===== src/hw/rtl/mte_pkg.sv =====
// Shared types and constants of the membership table engine.
// Request, response and table entry layouts; no dependencies.
`default_nettype none

package mte_pkg;

	// default table depth
	localparam int unsigned MTE_MAX_MEMBERS = 32;

	// operation codes
	typedef enum logic [1:0] {
		OP_ADD        = 2'd0,
		OP_CHECK_ADDR = 2'd1,
		OP_CHECK_FULL = 2'd2,
		OP_REMOVE     = 2'd3
	} mte_op_t;

	typedef struct packed {
		mte_op_t            opcode;
		logic        [31:0] ip_address;
		logic signed [31:0] time_stamp;
	} mte_req_t;

	typedef struct packed {
		logic       found;
		logic       add_dropped;
		logic [5:0] member_count;
	} mte_rsp_t;

	// one table row
	typedef struct packed {
		logic        [31:0] ip_address;
		logic signed [31:0] time_stamp;
	} mte_entry_t;

endpackage

`default_nettype wire


===== src/hw/rtl/mte_mem.sv =====
// Member table storage: one write port, one registered read port.
// Uses mte_pkg for the entry layout.
`default_nettype none

module mte_mem
	import mte_pkg::*;
#(
	parameter int unsigned MAX_MEMBERS = MTE_MAX_MEMBERS,
	localparam int unsigned IDX_W = $clog2(MAX_MEMBERS)
) (
	input  wire logic             clk,
	input  wire logic             rd_en,
	input  wire logic [IDX_W-1:0] rd_addr,
	output mte_entry_t            rd_data,
	input  wire logic             wr_en,
	input  wire logic [IDX_W-1:0] wr_addr,
	input  wire mte_entry_t       wr_data
);

	mte_entry_t mem_q [MAX_MEMBERS];

	// contents are undefined until written
	always_ff @(posedge clk) begin
		if (wr_en) begin
			mem_q[wr_addr] <= wr_data;
		end
		if (rd_en) begin
			rd_data <= mem_q[rd_addr];
		end
	end

endmodule

`default_nettype wire


===== src/hw/rtl/mte_ctrl.sv =====
// Sequencer of the membership table: scan, update, shift-down compaction.
// Uses mte_pkg; drives the table memory ports of mte_mem.
`default_nettype none

module mte_ctrl
	import mte_pkg::*;
#(
	parameter int unsigned MAX_MEMBERS = MTE_MAX_MEMBERS,
	localparam int unsigned IDX_W = $clog2(MAX_MEMBERS),
	localparam int unsigned CNT_W = $clog2(MAX_MEMBERS + 1)
) (
	input  wire logic             clk,
	input  wire logic             arst_n,
	// request side
	input  wire logic             req_valid,
	output logic                  req_ready,
	input  wire mte_req_t         req,
	// result toward the output register
	output logic                  res_valid,
	input  wire logic             res_ready,
	output mte_rsp_t              res,
	// table memory
	output logic                  rd_en,
	output logic [IDX_W-1:0]      rd_addr,
	input  wire mte_entry_t       rd_data,
	output logic                  wr_en,
	output logic [IDX_W-1:0]      wr_addr,
	output mte_entry_t            wr_data
);

	typedef enum logic [4:0] {
		ST_IDLE   = 5'b00001,
		ST_SCAN   = 5'b00010,
		ST_DECIDE = 5'b00100,
		ST_SHIFT  = 5'b01000,
		ST_DONE   = 5'b10000
	} state_t;

	state_t             state_q;
	mte_op_t            op_q;
	logic        [31:0] addr_q;
	logic signed [31:0] stamp_q;
	logic [CNT_W-1:0]   count_q;
	logic [CNT_W-1:0]   rd_ptr_q;
	logic               hit_q;
	logic               dropped_q;
	logic [IDX_W-1:0]   where_q;
	logic               pend_s1;
	logic [IDX_W-1:0]   idx_s1;

	logic addr_eq;
	logic full_eq;
	logic match;
	logic pass_done;
	logic table_full;
	logic req_fire;

	assign req_ready = (state_q == ST_IDLE);
	assign req_fire  = req_valid && req_ready;

	// compare the entry returned by the memory this cycle
	assign addr_eq = (rd_data.ip_address == addr_q);
	assign full_eq = addr_eq && (rd_data.time_stamp == stamp_q);
	assign match   = ((op_q == OP_ADD) || (op_q == OP_CHECK_ADDR)) ? addr_eq : full_eq;

	// a pass ends once every entry is issued and the last read is back
	assign pass_done  = (rd_ptr_q == count_q) && !pend_s1;
	assign table_full = (count_q >= CNT_W'(MAX_MEMBERS));

	// read issue during scan and shift
	assign rd_en   = ((state_q == ST_SCAN) || (state_q == ST_SHIFT)) && (rd_ptr_q < count_q);
	assign rd_addr = rd_ptr_q[IDX_W-1:0];

	// write port: add/refresh in DECIDE, move down by one in SHIFT
	always_comb begin
		wr_en   = 1'b0;
		wr_addr = where_q;
		wr_data = '{ip_address: addr_q, time_stamp: stamp_q};
		if (state_q == ST_DECIDE && op_q == OP_ADD) begin
			if (hit_q) begin
				wr_en = 1'b1;
			end else if (!table_full) begin
				wr_en   = 1'b1;
				wr_addr = count_q[IDX_W-1:0];
			end
		end else if (state_q == ST_SHIFT && pend_s1) begin
			wr_en   = 1'b1;
			wr_addr = idx_s1 - IDX_W'(1);
			wr_data = rd_data;
		end
	end

	// result
	assign res_valid        = (state_q == ST_DONE);
	assign res.found        = hit_q;
	assign res.add_dropped  = dropped_q;
	assign res.member_count = 6'(count_q);

	// control state
	always_ff @(posedge clk or negedge arst_n) begin
		if (!arst_n) begin
			state_q   <= ST_IDLE;
			count_q   <= '0;
			rd_ptr_q  <= '0;
			hit_q     <= 1'b0;
			dropped_q <= 1'b0;
			pend_s1   <= 1'b0;
		end else begin
			pend_s1 <= rd_en;
			unique case (state_q)
				ST_IDLE: begin
					if (req_fire) begin
						rd_ptr_q  <= '0;
						hit_q     <= 1'b0;
						dropped_q <= 1'b0;
						state_q   <= ST_SCAN;
					end
				end
				ST_SCAN: begin
					if (rd_en) begin
						rd_ptr_q <= rd_ptr_q + CNT_W'(1);
					end
					if (pend_s1 && match) begin
						hit_q <= 1'b1;
					end
					if (pass_done) begin
						state_q <= ST_DECIDE;
					end
				end
				ST_DECIDE: begin
					state_q <= ST_DONE;
					unique case (op_q)
						OP_ADD: begin
							if (!hit_q) begin
								if (table_full) begin
									dropped_q <= 1'b1;
								end else begin
									count_q <= count_q + CNT_W'(1);
								end
							end
						end
						OP_REMOVE: begin
							if (hit_q) begin
								rd_ptr_q <= CNT_W'(where_q) + CNT_W'(1);
								state_q  <= ST_SHIFT;
							end
						end
						default: begin
						end
					endcase
				end
				ST_SHIFT: begin
					if (rd_en) begin
						rd_ptr_q <= rd_ptr_q + CNT_W'(1);
					end
					if (pass_done) begin
						count_q <= count_q - CNT_W'(1);
						state_q <= ST_DONE;
					end
				end
				ST_DONE: begin
					if (res_ready) begin
						state_q <= ST_IDLE;
					end
				end
				default: begin
					state_q <= ST_IDLE;
				end
			endcase
		end
	end

	// request fields and match position
	always_ff @(posedge clk) begin
		if (req_fire) begin
			op_q    <= req.opcode;
			addr_q  <= req.ip_address;
			stamp_q <= req.time_stamp;
		end
		idx_s1 <= rd_addr;
		// add keeps the last address match, remove the first full match
		if (state_q == ST_SCAN && pend_s1 && match) begin
			if (op_q == OP_ADD || !hit_q) begin
				where_q <= idx_s1;
			end
		end
	end

endmodule

`default_nettype wire


===== src/hw/rtl/membership_table_engine.sv =====
// Top level of the membership table engine.
// Uses mte_pkg, mte_ctrl and mte_mem; holds the response register.
//
//   channel   handshake              payload
//   request   req_valid / req_ready  req (mte_req_t)
//   response  rsp_valid / rsp_ready  rsp (mte_rsp_t)
//
// One request is worked at a time. A remove that hits shifts the later
// entries down one per cycle. The next request is taken in the cycle after
// the response leaves the sequencer; it accepts requests only when idle.
// Reset empties the table at once; no clearing pass is run.
// A finished response waits in the output register while the next request
// is taken; the sequencer holds only when that register is still occupied.
`default_nettype none

module membership_table_engine
	import mte_pkg::*;
#(
	parameter int unsigned MAX_MEMBERS = MTE_MAX_MEMBERS
) (
	input  wire logic     clk,
	input  wire logic     arst_n,
	input  wire logic     req_valid,
	output logic          req_ready,
	input  wire mte_req_t req,
	output logic          rsp_valid,
	input  wire logic     rsp_ready,
	output mte_rsp_t      rsp
);

	localparam int unsigned IDX_W = $clog2(MAX_MEMBERS);

	logic             res_valid;
	logic             res_ready;
	mte_rsp_t         res;
	logic             rd_en;
	logic [IDX_W-1:0] rd_addr;
	mte_entry_t       rd_data;
	logic             wr_en;
	logic [IDX_W-1:0] wr_addr;
	mte_entry_t       wr_data;
	logic             rsp_valid_q;
	mte_rsp_t         rsp_q;

	mte_ctrl #(
		.MAX_MEMBERS(MAX_MEMBERS)
	) u_ctrl (
		.clk       (clk),
		.arst_n    (arst_n),
		.req_valid (req_valid),
		.req_ready (req_ready),
		.req       (req),
		.res_valid (res_valid),
		.res_ready (res_ready),
		.res       (res),
		.rd_en     (rd_en),
		.rd_addr   (rd_addr),
		.rd_data   (rd_data),
		.wr_en     (wr_en),
		.wr_addr   (wr_addr),
		.wr_data   (wr_data)
	);

	mte_mem #(
		.MAX_MEMBERS(MAX_MEMBERS)
	) u_mem (
		.clk     (clk),
		.rd_en   (rd_en),
		.rd_addr (rd_addr),
		.rd_data (rd_data),
		.wr_en   (wr_en),
		.wr_addr (wr_addr),
		.wr_data (wr_data)
	);

	// output register: free when empty or being taken
	assign res_ready = !rsp_valid_q || rsp_ready;

	always_ff @(posedge clk or negedge arst_n) begin
		if (!arst_n) begin
			rsp_valid_q <= 1'b0;
		end else if (res_ready) begin
			rsp_valid_q <= res_valid;
		end
	end

	always_ff @(posedge clk) begin
		if (res_ready && res_valid) begin
			rsp_q <= res;
		end
	end

	assign rsp_valid = rsp_valid_q;
	assign rsp       = rsp_q;

endmodule

`default_nettype wire


===== config.mk =====
export PLATFORM = sky130hd
export DESIGN_NAME = membership_table_engine
export DESIGN_NICKNAME = d
export VERILOG_FILES = /design/src/hw/rtl/mte_pkg.sv /design/src/hw/rtl/mte_mem.sv /design/src/hw/rtl/mte_ctrl.sv /design/src/hw/rtl/membership_table_engine.sv
export SDC_FILE = /design/constraint.sdc
export NUM_CORES = 2
export LEC_CHECK = 0
export ABC_CLOCK_PERIOD_IN_PS = 10200
export BUFFER_PORTS_ARGS = -buffer_cell sky130_fd_sc_hd__buf_4
export CAP_MARGIN = 5
export CELL_PAD_IN_SITES_DETAIL_PLACEMENT = 1
export CELL_PAD_IN_SITES_GLOBAL_PLACEMENT = 2
export CORE_ASPECT_RATIO = 0.5
export CORE_UTILIZATION = 51
export CTS_CLUSTER_SIZE = 20
export DETAILED_ROUTE_END_ITERATION = 16
export HOLD_SLACK_MARGIN = 0.08
export PLACE_DENSITY = 0.8
export SETUP_SLACK_MARGIN = 0.3
export SLEW_MARGIN = 20
export SYNTH_ARGS = -nofsm -noshare
export SYNTH_HDL_FRONTEND = slang
export SYNTH_SLANG_ARGS = --single-unit

===== constraint.sdc =====
create_clock -name clk -period 10.2 [get_ports clk]
set_clock_uncertainty 0.2 [all_clocks]
set_input_delay 1.02 -clock clk [delete_from_list [all_inputs] [get_ports clk]]
set_output_delay 1.02 -clock clk [all_outputs]
set_load 0.03 [all_outputs]

==> impl_metrics.env <==
export IMPL_path_common_cell="buf_4"
export IMPL_post_dp_cell_area_um2=88700
export IMPL_rows=105
export IMPL_critPathArrivalTime_ns=5.74
export IMPL_cp_slowest_stage_delay_ns=0.78
export IMPL_finalCritPeriodShare_pct=54.1
export IMPL_drc=0
export IMPL_dieArea_um2=169000
export IMPL_cts_root_buffer="clkbuf_16"
export IMPL_netSwitchingPower_uw=5680
export IMPL_cts_tree="yes"
export IMPL_grt_max_degree=109
export IMPL_cp_num_buf_inv=2
export IMPL_async_flop_share_pct=0.947
export IMPL_synth_area_leaders="edfxtp_1 (77%), mux4_2 (17%), nand2_1 (0.96%)"
export IMPL_dominantRegCellSynth="edfxtp_1"
export IMPL_cp_end_kind="flip-flop"
export IMPL_die_w_um=580
export IMPL_leakage_uw=0.0289
export IMPL_antenna_found_initial=7
export IMPL_hpwlAfterDp_um=119000
export IMPL_stdcell_area_um2=94800
export IMPL_clockPowerShare_pct=32.6
export IMPL_min_period_ns=5.52
export IMPL_path_class="reg -> reg"
export IMPL_critical_path_max_fanout=43
export IMPL_dr_total_vias=40300
export IMPL_tightest_slew_ns=1.13
export IMPL_syn_num_nets=3674
export IMPL_ys_warn_count=0
export IMPL_cts_resized=0
export IMPL_ir_drop_v=0.000177
export IMPL_initial_utilization_pct=51.6
export IMPL_slew_violations=0
export IMPL_clock_latency_ns=0.83
export IMPL_sw_frac_of_total_pct=25.6
export IMPL_io_buffers=79
export IMPL_io_pins=80
export IMPL_powerDensity_nw_per_um2=234
export IMPL_cts_hold_fix_buffers=1
export IMPL_maxSlewHeadroom_pct=24.4
export IMPL_nFillCells=13600
export IMPL_synth_edff_count=2191
export IMPL_syn_mean_instance_area_um2=23.7
export IMPL_clock_sinks=2217
export IMPL_cp_slowest_cell="buf_4"
export IMPL_whs_ns=0.163
export IMPL_finalSetupViolations=0
export IMPL_status="complete, no violations"
export IMPL_hold_viol_final=0
export IMPL_grt_ovfl_total=0
export IMPL_ant_nets=0
export IMPL_synth_distinct_cells=55
export IMPL_final_common_cell="edfxtp_1"
export IMPL_first_global_vias=41500
export IMPL_timing_fmax_ghz=0.181
export IMPL_ys_seq_area_share_pct=78.1
export IMPL_critical_path_cell_chain="nor2_1 > and2_4 > buf_4 > nand2_1 > a21o_1 > or3b_4 > nor2_4 > buf_4"
export IMPL_via_per_inst=6.56
export IMPL_syn_inst=3591
export IMPL_synth_top_cell_area_share_pct=77.4
export IMPL_track_usage_pct=26.2
export IMPL_rsz0062_at_grt="no"
export IMPL_grt_first_pass_wirelength_um=310000
export IMPL_wl_per_cell_um=35.5
export IMPL_clock_path_buffers=4
export IMPL_syn_to_final_growth_pct=11.4
export IMPL_core_area_um2=165000
export IMPL_gp_congestion=0.791
export IMPL_pwr_share_comb_pct=18.3
export IMPL_ys_seq_elements=2217
export IMPL_ctsHtreeMaxLevel=4
export IMPL_netlist_area_um2=85100
export IMPL_routed_wl_um=218000
export IMPL_die_h_um=291
export IMPL_cts_setup_buffers=0
export IMPL_cp_top_family="simple AND/OR/NAND/NOR gates"
export IMPL_final_cell_mix="edfxtp_1 (2,191), mux4_2 (640), nand2_1 (203), clkbuf_16 (198), buf_4 (175)"
export IMPL_final_setup_tns_ns=0
export IMPL_crit_path_start_kind="flip-flop"
export IMPL_hold_path_class="in -> reg"
export IMPL_numCtsBuffers=194
export IMPL_drive_gt1_share_pct=30.7
export IMPL_drv_cap=0
export IMPL_p_int_uw=16500
export IMPL_firstDrtPassIters=6
export IMPL_seqPwrFrac_pct=49.1
export IMPL_cp_data_required_time_ns=10.42
export IMPL_synth_top_area_cell="edfxtp_1"
export IMPL_layout_nets=3875
export IMPL_drt_iter0_drc=5406
export IMPL_clk_pin_slew_worst_paths_ns=0.07
power groups by stage:
stage,clock network [uW],registers [uW],logic (uW)
3_5_place_dp,0,11100,4080
6_report,7240,10900,4060
5_1_grt,7630,10900,4300
2_1_floorplan,0,10900,2970
3_3_place_gp,0,11100,3950
4_1_cts,7330,10900,4100
layer usage:
metal / wire, um / vias to the layer above / global-route usage, %
met5: 19 / - / 0
met4: 4290 / 2 / 5.30
met3: 18500 / 278 / 4.09
met2: 105000 / 2132 / 41.3
met1: 90500 / 22200 / 39.4
li1: - / 15600 / -
path summary, 6_finish.rpt:
check                                        from            endpoint  slack [ns]  cells after the start
worst max-delay path            u_ctrl.state_q[1]  u_mem.mem_q[7][36]        4.68                      8
worst min-delay path                       req[4]   u_ctrl.stamp_q[4]        0.16                      1
worst max register to register  u_ctrl.state_q[1]  u_mem.mem_q[7][36]        4.68                      8
worst min register to register   u_ctrl.idx_s1[4]   u_ctrl.where_q[4]        0.27                      0
max in group asynchronous                  arst_n   u_ctrl.state_q[0]        9.07                      2
min in group asynchronous                  arst_n  u_ctrl.rd_ptr_q[4]        0.44                      2
Yosys cell counts (10+ instances only):
master / instances
a21oi_1: 11
buf_1: 34
buf_2: 33
clkbuf_1: 104
dfrtp_1: 20
edfxtp_1: 2191
ha_1: 12
inv_1: 14
mux2_2: 67
mux4_2: 640
nand2_1: 217
nand3_1: 10
nand4_1: 10
nor2_1: 19
nor3_1: 34
nor4_1: 10
o21ai_0: 16
xnor2_1: 38
xor2_1: 36
registers in the layout (all words and copies together), names as in the netlist, 6 cells and up:
register,count
u_mem.rd_data,64
u_ctrl.count_q,6
u_ctrl.rd_ptr_q,6
rsp,8
u_ctrl.addr_q,32
u_ctrl.stamp_q,32
u_mem.mem_q,2048
metrics by stage:
stage | util (%) | instances | setup WS (ns) | total power, uW
2_1_floorplan | - | 3591 | 3.09 | 13900
3_3_place_gp | 53.8 | 5788 | 4.90 | 15000
3_5_place_dp | 53.8 | 5788 | 4.78 | 15200
4_1_cts | 57.5 | 6135 | 4.73 | 22300
5_1_grt | 57.5 | 6135 | 4.50 | 22800
6_report | 57.5 | 6136 | 4.68 | 22200
cell type report:
cell class                 count  area [um^2]  area share, %
clock buffer                 236         5100           5.38
inverter                      14         62.6         0.0660
multi-input combinational   1185        18100           19.1
clock inverter               110          965           1.02
tap                         2193         2740           2.90
timing repair buffer         180         1400           1.47
antenna                        1         2.50        0.00264
sequential                  2217        66400           70.1
kinds of logic after synthesis:
logic type,Yosys count,synth area share (%)
xor gates and xnor gates,74,0.762
DFF,2217,78.1
and+or+nand+nor,328,1.70
muxes,712,17.9
adders and majority gates,13,0.200
buffers and inverters,189,0.909
AOI/OAI and AO/OA,58,0.444
Power figures use the tool's default switching activity.
